--- config.mk ---
export PLATFORM = sky130hd
export DESIGN_NAME = pending_response_table_with_ageing
export DESIGN_NICKNAME = d
export VERILOG_FILES = /design/src/rtl/prta_pkg.sv /design/src/rtl/prta_front.sv /design/src/rtl/prta_back.sv /design/src/rtl/pending_response_table_with_ageing.sv
export SDC_FILE = /design/constraint.sdc
export NUM_CORES = 2
export LEC_CHECK = 0
export CORE_ASPECT_RATIO = 1.2
export CORE_MARGIN = 1.5
export CORE_UTILIZATION = 40
export CTS_BUF_LIST = sky130_fd_sc_hd__clkbuf_2
export DETAILED_ROUTE_END_ITERATION = 10
export DONT_BUFFER_PORTS = 1
export REMOVE_ABC_BUFFERS = 1
export SLEW_MARGIN = 20
export SYNTH_ARGS = -nofsm -noshare
export SYNTH_HDL_FRONTEND = slang
export SYNTH_SLANG_ARGS = --single-unit
--- constraint.sdc ---
create_clock -name clock -period 14.8 [get_ports clock]
set_input_delay 2.22 -clock clock [delete_from_list [all_inputs] [get_ports clock]]
set_output_delay 2.22 -clock clock [all_outputs]
set_load 0.05 [all_outputs]
--- src/rtl/prta_pkg.sv ---
// Shared types and constants of the pending response table.
package prta_pkg;
   localparam int DefaultDepth = 16;
   localparam int MaxResults = 16;
   localparam int KeyW = 32;
   localparam int PeerW = 48;
   localparam int TimeW = 20;
   localparam int ExtraW = 24;
   localparam int ReqW = 128;
   localparam int RspW = 112;

   typedef enum logic [1:0] {
      ACT_ENQ = 2'd0,
      ACT_DEQ = 2'd1,
      ACT_TICK = 2'd2,
      ACT_FLUSH = 2'd3
   } action_type;

   typedef enum logic [2:0] {
      ST_OK = 3'd0,
      ST_DUP = 3'd1,
      ST_FULL = 3'd2,
      ST_NOTFOUND = 3'd3,
      ST_TIMEOUT = 3'd4,
      ST_FLUSHED = 3'd5
   } status_type;

   typedef enum logic [1:0] {
      EX_IDLE = 2'd0,
      EX_SCAN = 2'd1,
      EX_EMIT = 2'd2,
      EX_DONE = 2'd3
   } exec_state_type;

   typedef struct packed {
      action_type action;
      logic [KeyW-1:0] key;
      logic [PeerW-1:0] peer;
      logic [TimeW-1:0] timeout;
      logic [ExtraW-1:0] extra;
   } cmd_type;

   typedef struct packed {
      status_type status;
      logic [KeyW-1:0] key;
      logic [PeerW-1:0] peer;
      logic [15:0] cookie;
      logic [7:0] resend;
      logic [4:0] pending;
      logic last;
   } rsp_type;
endpackage

--- src/rtl/prta_front.sv ---
// Input stage: accepts request beats and queues decoded commands.
module prta_front (
   input logic clock,
   input logic reset,
   input logic req_tvalid,
   output logic req_tready,
   input logic [prta_pkg::ReqW-1:0] req_tdata,
   input logic [1:0] req_tuser,
   output logic cmd_valid,
   input logic cmd_ready,
   output prta_pkg::cmd_type cmd
);
   import prta_pkg::*;
   cmd_type q_ff [2];
   logic [1:0] cnt_ff, cnt_in;
   logic wr_ff, wr_in, rd_ff, rd_in;
   logic push, pop;
   cmd_type c;

   always_comb begin
      c.action = action_type'(req_tuser);
      c.key = req_tdata[31:0];
      c.peer = req_tdata[79:32];
      c.timeout = req_tdata[99:80];
      c.extra = {req_tdata[107:100], req_tdata[123:108]};
   end

   assign req_tready = (cnt_ff != 2'd2);
   assign push = req_tvalid && req_tready;
   assign cmd_valid = (cnt_ff != 2'd0);
   assign pop = cmd_valid && cmd_ready;
   assign cmd = q_ff[rd_ff];
   assign wr_in = push ? ~wr_ff : wr_ff;
   assign rd_in = pop ? ~rd_ff : rd_ff;
   assign cnt_in = cnt_ff + {1'b0, push} - {1'b0, pop};

   always_ff @(posedge clock) begin
      if (reset) begin
         cnt_ff <= '0;
         wr_ff <= 1'b0;
         rd_ff <= 1'b0;
      end else begin
         cnt_ff <= cnt_in;
         wr_ff <= wr_in;
         rd_ff <= rd_in;
      end
      if (push) q_ff[wr_ff] <= c;
   end
endmodule

--- src/rtl/prta_back.sv ---
// Execution stage: scans the slot table and produces response beats.
module prta_back #(
   parameter int TABLE_DEPTH = prta_pkg::DefaultDepth
) (
   input logic clock,
   input logic reset,
   input logic cmd_valid,
   output logic cmd_ready,
   input prta_pkg::cmd_type cmd,
   output logic rsp_tvalid,
   input logic rsp_tready,
   output prta_pkg::rsp_type rsp
);
   import prta_pkg::*;
   localparam int IW = (TABLE_DEPTH > 1) ? $clog2(TABLE_DEPTH) : 1;
   localparam int CW = $clog2(TABLE_DEPTH + 1);

   logic [TABLE_DEPTH-1:0] valid_ff, valid_in;
   logic [KeyW-1:0] key_mem [TABLE_DEPTH];
   logic [PeerW-1:0] peer_mem [TABLE_DEPTH];
   logic [TimeW-1:0] rem_mem [TABLE_DEPTH];
   logic [ExtraW-1:0] extra_mem [TABLE_DEPTH];

   exec_state_type st_ff, st_in;
   cmd_type cur_ff, cur_in;
   logic [CW-1:0] idx_ff, idx_in;
   logic [4:0] pend_ff, pend_in;
   logic [4:0] nres_ff, nres_in;
   logic found_ff, found_in, free_ok_ff, free_ok_in;
   logic [IW-1:0] hit_ff, hit_in, free_ff, free_in;
   rsp_type out_ff, out_in;
   logic ov_ff, ov_in;
   logic [IW-1:0] i;
   logic rem_we;
   logic [TimeW-1:0] rem_wd;
   logic [IW-1:0] rem_wa;
   logic ins_we;
   logic last_slot;
   logic match, expire;

   assign i = idx_ff[IW-1:0];
   assign last_slot = (idx_ff == CW'(TABLE_DEPTH - 1));
   assign match = valid_ff[i] && key_mem[i] == cur_ff.key && peer_mem[i] == cur_ff.peer;
   assign expire = valid_ff[i] && rem_mem[i] <= TimeW'(1);
   assign cmd_ready = (st_ff == EX_IDLE) && !ov_ff;
   assign rsp_tvalid = ov_ff;
   assign rsp = out_ff;

   always_comb begin
      st_in = st_ff;
      unique case (st_ff)
         EX_IDLE: if (cmd_valid && !ov_ff)
            st_in = (cmd.action == ACT_FLUSH) ? EX_IDLE : EX_SCAN;
         EX_SCAN: begin
            if (cur_ff.action == ACT_TICK) begin
               if (expire && nres_ff != 5'(MaxResults)) st_in = EX_EMIT;
               else if (last_slot) st_in = EX_DONE;
            end else if (last_slot || (match && cur_ff.action == ACT_DEQ)) st_in = EX_DONE;
         end
         EX_EMIT: if (!ov_ff) st_in = last_slot ? EX_DONE : EX_SCAN;
         EX_DONE: if (!ov_ff) st_in = EX_IDLE;
         default: st_in = EX_IDLE;
      endcase
   end

   always_comb begin
      cur_in = cur_ff;
      idx_in = idx_ff;
      pend_in = pend_ff;
      nres_in = nres_ff;
      found_in = found_ff;
      hit_in = hit_ff;
      free_ok_in = free_ok_ff;
      free_in = free_ff;
      valid_in = valid_ff;
      out_in = out_ff;
      ov_in = ov_ff && !rsp_tready;
      rem_we = 1'b0;
      rem_wa = i;
      rem_wd = rem_mem[i] - TimeW'(1);
      ins_we = 1'b0;
      unique case (st_ff)
         EX_IDLE: if (cmd_valid && !ov_ff) begin
            cur_in = cmd;
            idx_in = '0;
            nres_in = '0;
            found_in = 1'b0;
            free_ok_in = 1'b0;
            if (cmd.action == ACT_FLUSH) begin
               valid_in = '0;
               pend_in = '0;
               out_in = '0;
               out_in.status = ST_FLUSHED;
               out_in.last = 1'b1;
               ov_in = 1'b1;
            end
         end
         EX_SCAN: begin
            if (cur_ff.action == ACT_TICK) begin
               if (valid_ff[i]) begin
                  rem_we = 1'b1;
                  if (expire) rem_wd = '0;
               end
               if (expire && nres_ff != 5'(MaxResults)) begin
                  valid_in[i] = 1'b0;
                  pend_in = pend_ff - 5'd1;
                  nres_in = nres_ff + 5'd1;
               end else if (!last_slot) idx_in = idx_ff + CW'(1);
            end else begin
               if (match) begin
                  found_in = 1'b1;
                  hit_in = i;
               end
               if (!valid_ff[i] && !free_ok_ff) begin
                  free_ok_in = 1'b1;
                  free_in = i;
               end
               if (!last_slot && !(match && cur_ff.action == ACT_DEQ))
                  idx_in = idx_ff + CW'(1);
            end
         end
         EX_EMIT: if (!ov_ff) begin
            out_in.status = ST_TIMEOUT;
            out_in.key = key_mem[i];
            out_in.peer = peer_mem[i];
            out_in.cookie = extra_mem[i][15:0];
            out_in.resend = extra_mem[i][23:16];
            out_in.pending = pend_ff;
            out_in.last = 1'b1;
            for (int k = 0; k < TABLE_DEPTH; k++) begin
               if (k > int'(i) && valid_ff[k] && rem_mem[k] <= TimeW'(1)
                   && nres_ff != 5'(MaxResults)) out_in.last = 1'b0;
            end
            ov_in = 1'b1;
            if (!last_slot) idx_in = idx_ff + CW'(1);
         end
         EX_DONE: if (!ov_ff) begin
            out_in.key = cur_ff.key;
            out_in.peer = cur_ff.peer;
            out_in.cookie = '0;
            out_in.resend = '0;
            out_in.last = 1'b1;
            out_in.pending = pend_ff;
            ov_in = (cur_ff.action != ACT_TICK);
            if (cur_ff.action == ACT_ENQ) begin
               if (found_ff) out_in.status = ST_DUP;
               else if (!free_ok_ff) out_in.status = ST_FULL;
               else begin
                  out_in.status = ST_OK;
                  valid_in[free_ff] = 1'b1;
                  ins_we = 1'b1;
                  out_in.pending = pend_ff + 5'd1;
                  pend_in = pend_ff + 5'd1;
               end
            end else if (cur_ff.action == ACT_DEQ) begin
               if (found_ff) begin
                  out_in.status = ST_OK;
                  out_in.cookie = extra_mem[hit_ff][15:0];
                  valid_in[hit_ff] = 1'b0;
                  out_in.pending = pend_ff - 5'd1;
                  pend_in = pend_ff - 5'd1;
               end else out_in.status = ST_NOTFOUND;
            end
         end
         default: ;
      endcase
   end

   always_ff @(posedge clock) begin
      if (reset) begin
         st_ff <= EX_IDLE;
         valid_ff <= '0;
         pend_ff <= '0;
         ov_ff <= 1'b0;
      end else begin
         st_ff <= st_in;
         valid_ff <= valid_in;
         pend_ff <= pend_in;
         ov_ff <= ov_in;
      end
      cur_ff <= cur_in;
      idx_ff <= idx_in;
      nres_ff <= nres_in;
      found_ff <= found_in;
      hit_ff <= hit_in;
      free_ok_ff <= free_ok_in;
      free_ff <= free_in;
      out_ff <= out_in;
      if (rem_we) rem_mem[rem_wa] <= rem_wd;
      if (ins_we) begin
         key_mem[free_ff] <= cur_ff.key;
         peer_mem[free_ff] <= cur_ff.peer;
         rem_mem[free_ff] <= cur_ff.timeout;
         extra_mem[free_ff] <= cur_ff.extra;
      end
   end
endmodule

--- src/rtl/pending_response_table_with_ageing.sv ---
// Pending response table with ageing: top level.
// Each request beat is queued, then executed by a slot scanner that visits one slot per
// cycle, pausing to emit each expired entry of a tick; enqueue and tick scan every slot,
// dequeue stops at the first match, and flush clears the table without a scan. A tick beat
// that expires nothing yields no response beat; expired entries come out in slot order.
module pending_response_table_with_ageing #(
   parameter int TABLE_DEPTH = prta_pkg::DefaultDepth
) (
   input logic clock,
   input logic reset,
   input logic req_tvalid,
   output logic req_tready,
   // msg_id, peer_addr, timeout_ms, resend_count, cookie_handle, pad
   input logic [prta_pkg::ReqW-1:0] req_tdata,
   // action
   input logic [1:0] req_tuser,
   output logic rsp_tvalid,
   input logic rsp_tready,
   // out_id, out_peer, out_cookie, out_resend, pending, pad
   output logic [prta_pkg::RspW-1:0] rsp_tdata,
   // status
   output logic [2:0] rsp_tuser,
   output logic rsp_tlast
);
   import prta_pkg::*;
   logic cmd_valid, cmd_ready;
   cmd_type cmd;
   rsp_type r;

   prta_front u_front (
      .clock, .reset, .req_tvalid, .req_tready, .req_tdata, .req_tuser,
      .cmd_valid, .cmd_ready, .cmd
   );

   prta_back #(.TABLE_DEPTH(TABLE_DEPTH)) u_back (
      .clock, .reset, .cmd_valid, .cmd_ready, .cmd,
      .rsp_tvalid, .rsp_tready, .rsp(r)
   );

   assign rsp_tdata = {3'b000, r.pending, r.resend, r.cookie, r.peer, r.key};
   assign rsp_tuser = r.status;
   assign rsp_tlast = r.last;
endmodule
== Word level (Yosys, flattened, before mapping) ==
Memories as Yosys holds them, arrays and structs flattened. A register that Yosys moved wholly into a read port is not among the register bits.
Index checks and enable logic that the tools add are counted.

* Flip-flop bits (word level): 287
* Bits in writable memories: 2,236
* Input bits: 134
* Output and inout bits: 118
* Logic and storage cells: 316
* Memories kept: 5

* $add $sub $neg: 7
* $lt $le $gt $ge: 37
* Eq/ne operators: 29
* Muxes and demuxes: 118
* Bitwise gates (word level): 8
* Reduce and logical (&&, ||, !) cells: 87

{| class="wikitable"
|+ Memory list
! name !! depth !! bits a word !! rd ports !! clocked after Yosys merged registers in !! wr ports !! line !! text
|-
| u_back.peer_mem || 16 || 48 || 1 || 1 || 1 || prta_back.sv:20 || <nowiki>logic [PeerW-1:0] peer_mem [TABLE_DEPTH];</nowiki>
|-
| u_back.key_mem || 16 || 32 || 1 || 1 || 1 || prta_back.sv:19 || <nowiki>logic [KeyW-1:0] key_mem [TABLE_DEPTH];</nowiki>
|-
| u_back.extra_mem || 16 || 24 || 2 || 2 || 1 || prta_back.sv:22 || <nowiki>logic [ExtraW-1:0] extra_mem [TABLE_DEPTH];</nowiki>
|-
| u_back.rem_mem || 16 || 20 || 16 || 1 || 1 || prta_back.sv:21 || <nowiki>logic [TimeW-1:0] rem_mem [TABLE_DEPTH];</nowiki>
|-
| u_front.q_ff || 2 || 126 || 1 || 1 || 1 || prta_front.sv:14 || <nowiki>cmd_type q_ff [2];</nowiki>
|}

{| class="wikitable"
|+ Operators with widths
! kind !! number
|-
| 113-bit 2-to-1 mux || 4
|-
| 113-bit one-hot mux with 3 select lines || 1
|-
| 20-bit by 1-bit less-or-equal comparator with 1-bit output, second input constant || 16
|-
| 16-bit 2-to-1 mux || 13
|-
| 20-bit 2-to-1 mux || 5
|-
| 5-bit 2-to-1 mux || 18
|-
| 1-bit logical AND || 60
|-
| 48-bit equality test || 1
|-
| 16-bit one-hot mux with 3 select lines || 1
|-
| 1-bit 2-to-1 mux || 46
|-
| 16-bit bitwise AND || 2
|-
| 32-bit equality test || 1
|-
| 4-bit > comparator, first input constant || 8
|-
| 16-bit inverter || 2
|-
| 5-bit one-hot mux with 3 select lines || 2
|-
| 4-bit 2-to-1 mux || 6
|-
| 2-bit 2-to-1 mux || 10
|-
| 20-bit OR reduction || 1
|-
| 20-bit by 1-bit subtractor with 20-bit output, second input constant || 1
|-
| 3-bit by 4-bit > comparator with 1-bit output, first input constant || 4
|-
| 16-bit bitwise OR || 1
|-
| 5-bit by 1-bit adder with 5-bit output, second input constant || 3
|-
| 4-bit by 5-bit less-than comparator with 1-bit output, second input constant || 3
|-
| 5-bit AND reduction || 3
|-
| 34 further kinds || 74
|}

== Logic depth before layout (Yosys ltp) ==
* Depth in word-level cells: 21
* Mapped depth: 24
* Mapped depth without buffers: 13

== Hierarchy ==
A second synthesis with hierarchy kept.

* Cells, all modules: 5,416
* Area total of the unflattened synthesis: 104,148.6 um^2

{| class="wikitable"
|+ By module, submodules not included
! module !! times used !! cells an instance !! area each (um^2) !! sequential area each (um^2)
|-
| prta_back || 1 || 4,996 || 94,650.8 || 67,995.2
|-
| prta_front || 1 || 416 || 9,471.6 || 7,667.4
|-
| pending_response_table_with_ageing || 1 || 4 || 26.3 || 0.0
|}

== Worst setup path before layout ==
No wires, ideal clock.

* Path type: register to register
* From: register u_back.ov_ff (netlist: u_back.rsp_tvalid)
* To: register u_back.out_ff, in the netlist u_back.rsp[110] (enable)
* Library setup time: 0.349 ns
* Arrival: 9.324 ns
* Data required time: 14.451 ns
* Slack: 5.128 ns
* Stages on the path, launching flop included: 7
* Buffers on the path: 1
* Clock period less this slack: 9.672 ns
* Cell sequence: dfxtp_1 -> o21bai_1 -> and2_1 -> buf_2 -> nand2b_1 -> nor3_1 -> a21boi_0

* Word-level cells in the longest chain between the ends: 4
* Elaborated cells on any way between the ends: 6
* Classes of those cells: eq/ne: 3; reduce/logical: 3

{| class="wikitable"
|+ RTL lines
! what !! line !! text
|-
| start: declaration || prta_back.sv:32 || <nowiki>logic ov_ff, ov_in;</nowiki>
|-
| start signal: assignment || prta_back.sv:179 || <nowiki>ov_ff <= ov_in;</nowiki>
|-
| 1-bit logical NOT || prta_back.sv:83 || <nowiki>EX_IDLE: if (cmd_valid && !ov_ff) begin</nowiki>
|-
| 1-bit logical AND || prta_back.sv:83 ||
|-
| 2-bit != test (no line) || n/a ||
|-
| 6-bit AND reduction (no line) * || n/a ||
|-
| end signal: assignment || prta_back.sv:188 || <nowiki>out_ff <= out_in;</nowiki>
|-
| end: declaration || prta_back.sv:31 || <nowiki>rsp_type out_ff, out_in;</nowiki>
|}

Every way passes the cells marked *; elsewhere a longest branch is shown, timed or not.
A chain may end at the register's enable or synchronous reset.

==> metrics.csv <==
metric,value,unit
Max Freq,132,MHz
Min-Delay Startpoint,req_tdata[117],
# fillers,22493,
Tmin final,7.58,ns
core box area,257000,sq um
Hold Buf Count CTS,0,
pin count of the biggest net entering global routing,105,
Max VDD drop,122,uV
post-layout util,44.0,%
Vias,56376,
Final Skew,0.138,ns
area share of and/or/nand/nor cells after synthesis,3.88,%
post-route non-filler standard cell count,9662,
CP Cell Sequence,"buf_12, buf_4, buf_4, mux4_2, mux2i_1, mux2i_1, xnor2_1, nand3_1, or4b_1, nor4_1, buf_4, nand4b_1, a21oi_1",
crit path DAT,9.02,ns
Top Family by Delay on Critical Path,buffers and inverters,
worst r2r dst,u_back.found_ff$_DFFE_PP_,
drt wl/cell,30.9,um
row count,204,
"Data required, critical path",16.23,ns
Final Total Pwr,20.1,mW
setup TNS,0,ns
Crit. End Element,flop,
layout cell share with drive strength beyond 1,29.7,%
DR iter-0 viols,5839,
"count leader, synth",edfxtp_1,
footprint of the multi-input gates,26100,sq um
Worst Reg-to-Reg Cells,13,
total grt overflow,0,
"Slew Viols, Final",0,
P&R area growth vs syn,9.36,%
"Avg Cell Area, Syn",19.4,sq um
worst-path maximum fanout,95,
register area share after synthesis,73.1,%
final cycle utilization of the critical path,51.2,%
cell mode on critical path,buf_4,
largest area contributor in the synthesized netlist,edfxtp_1,
Compound-Gate Fraction of Synth Area,3.78,%
startpoint types,flop,
full die area,262000,sq um
Synth top cells by count,"edfxtp_1 (2495), mux4_2 (548), nand2_1 (258), mux2i_1 (253), mux2_2 (159)",
flop-to-flop setup slack,7.22,ns
number of synthesized flops with an enable pin,2495,
Ys Warns,0,
hold depth,0,
First-pass DRT Iterations,6,
vias in the first global route,57790,
port bufs,0,
Placed Cells,8614,
CP Class,flop to flop,
status,"finished, final reports clean",
routability cong.,0.944,
io pins,252,
CTS tree,built,
TritonCTS Buffers,612,
gr usage total,22.3,%
pwr dens,177,nW/um^2
first-pass GRT wire length,418000,um
Clk Tree Root Cell,clkbuf_2,
final setup fails,0,
fin nets,5982,
Synth cell types,99,
critical path's largest stage delay,0.99,ns
initial antenna violation count,19,
htree depth,6,
"flops & latches, synth",2532,
mux share of post-synthesis cell area,16.3,%
Clock Pin Slew Worst Setup and Hold Paths,0.11,ns
Hold Fails Final Rpt,0,
starting density of the core,40.2,%
Mapped Area,104000,sq um
Mapped Cells,5327,
setup ws final,7.22,ns
Clock Tree Buf Depth,4,
Post-CTS Resized,0,
Post-Synth Adder-Cell Area,0.230,%
ranking of synthesized cells by area,"edfxtp_1 (72%), mux4_2 (12%), mux2i_1 (2.4%)",
antenna-violating nets left,0,
Min-Delay Endpoint,u_front.q_ff[0][9]$_DFFE_PP_,
RSZ-0062 raised after global routing,no,
die height,560,um
DRC violations left,0,
Buf/Inv on CP,4,
HP Class,primary input to flop,
Worst-Margin Slew,1.33,ns
max_slew headroom,10.3,%
drt total wl,298000,um
top cell type's share of synthesized area,72.4,%
FF/Latch Area,75700,sq um
clock latency on the worst-skew pair,1.80,ns
MaxCap Viol Count,0,
highest-delay cell along the critical path,nor4_1,
"Primary FF master, synth",edfxtp_1,
pre-CTS WS,7.28,ns
vias per inst,5.83,
Die Width,467,um
Synth Area in XOR/XNOR,0.762,%
Async SR Flop Fraction,0,%
main combinational cell family by area after synthesis,multiplexers,
post-DP HPWL,177000,um
post-CTS setup buffer count,0,
Leak,36.2,nW
clock sinks,2532,
==> report_power, final <==
part	total (mW)	internal (mW)	leakage [nW]	switching (mW)
registers	10.4	9.23	22.9	1.16
clock network	4.64	1.86	4.11	2.78
logic	5.06	1.81	9.13	3.24
==> state kept, by name, indices dropped and copies added (netlist names), 5 cells and up, named ones only <==
signal	flops
u_back.peer_mem	768
u_back.key_mem	512
u_back.extra_mem	384
u_back.rem_mem	320
u_front.q_ff	252
u_back.cur_ff	126
u_back.rsp	113
u_back.valid_ff	16
u_back.idx_ff	5
u_back.nres_ff	5
u_back.pend_ff	5
==> cell type report <==
type	instances	share of cell area, %
antenna	9	0.0199
multi-input combinational	2442	23.0
sequential	2532	66.9
clock inverter	191	1.13
clock buffer	848	3.75
inverter	69	0.235
tap	3399	3.76
timing repair buffer	172	1.22
==> cell families after synthesis <==
logic type	after synthesis
flip-flops	2532
multiplexers	971
buffers and inverters	355
AND/OR/NAND/NOR	789
other	1
adder cells (fa/ha/maj)	19
XOR/XNOR	90
AO/OA/AOI/OAI	570
==> metrics by stage <==
| stage | hold WS [ns] | instance area, sq um |
|---|---|---|
| floorplan | 0.481 | 102000 |
| CTS | 0.287 | 113000 |
| global route | 0.340 | 113000 |
| detailed placement | 0.501 | 108000 |
| finish | 0.483 | 113000 |
| global placement | 0.497 | 108000 |
==> worst max path at each step <==
stage                     startpoint                               to  slack, ns  cells past startpoint
after floorplan                 flop  u_back.rem_mem[0][10]$_DFFE_PP_     -10.03                     10
after global placement          flop        u_back.found_ff$_DFFE_PP_       7.28                     13
after detailed placement        flop        u_back.found_ff$_DFFE_PP_       7.28                     13
after CTS                       flop        u_back.found_ff$_DFFE_PP_       7.32                     13
after global routing            flop        u_back.found_ff$_DFFE_PP_       7.16                     13
final                           flop        u_back.found_ff$_DFFE_PP_       7.22                     13
==> metal layers <==
layer	track usage, %	part of all wire [%]	vias to the layer above
met2	36.9	49	2715
met3	4.52	7.8	603
li1	-	-	23411
met5	0	0.034	-
met1	28.1	38	29631
met4	10.7	4.9	16
==> placed cells by master (no fill, tap or decap), types with 94 or more instances in the layout <==
cell / n
mux4_2: 548
nor2_1: 116
nand2_1: 258
clkbuf_2: 848
mux2_2: 159
a21oi_1: 94
edfxtp_1: 2495
mux2i_1: 253
clkinv_1: 132
o21ai_0: 120
buf_4: 165
No activity file was read; power rests on OpenSTA's default activity.
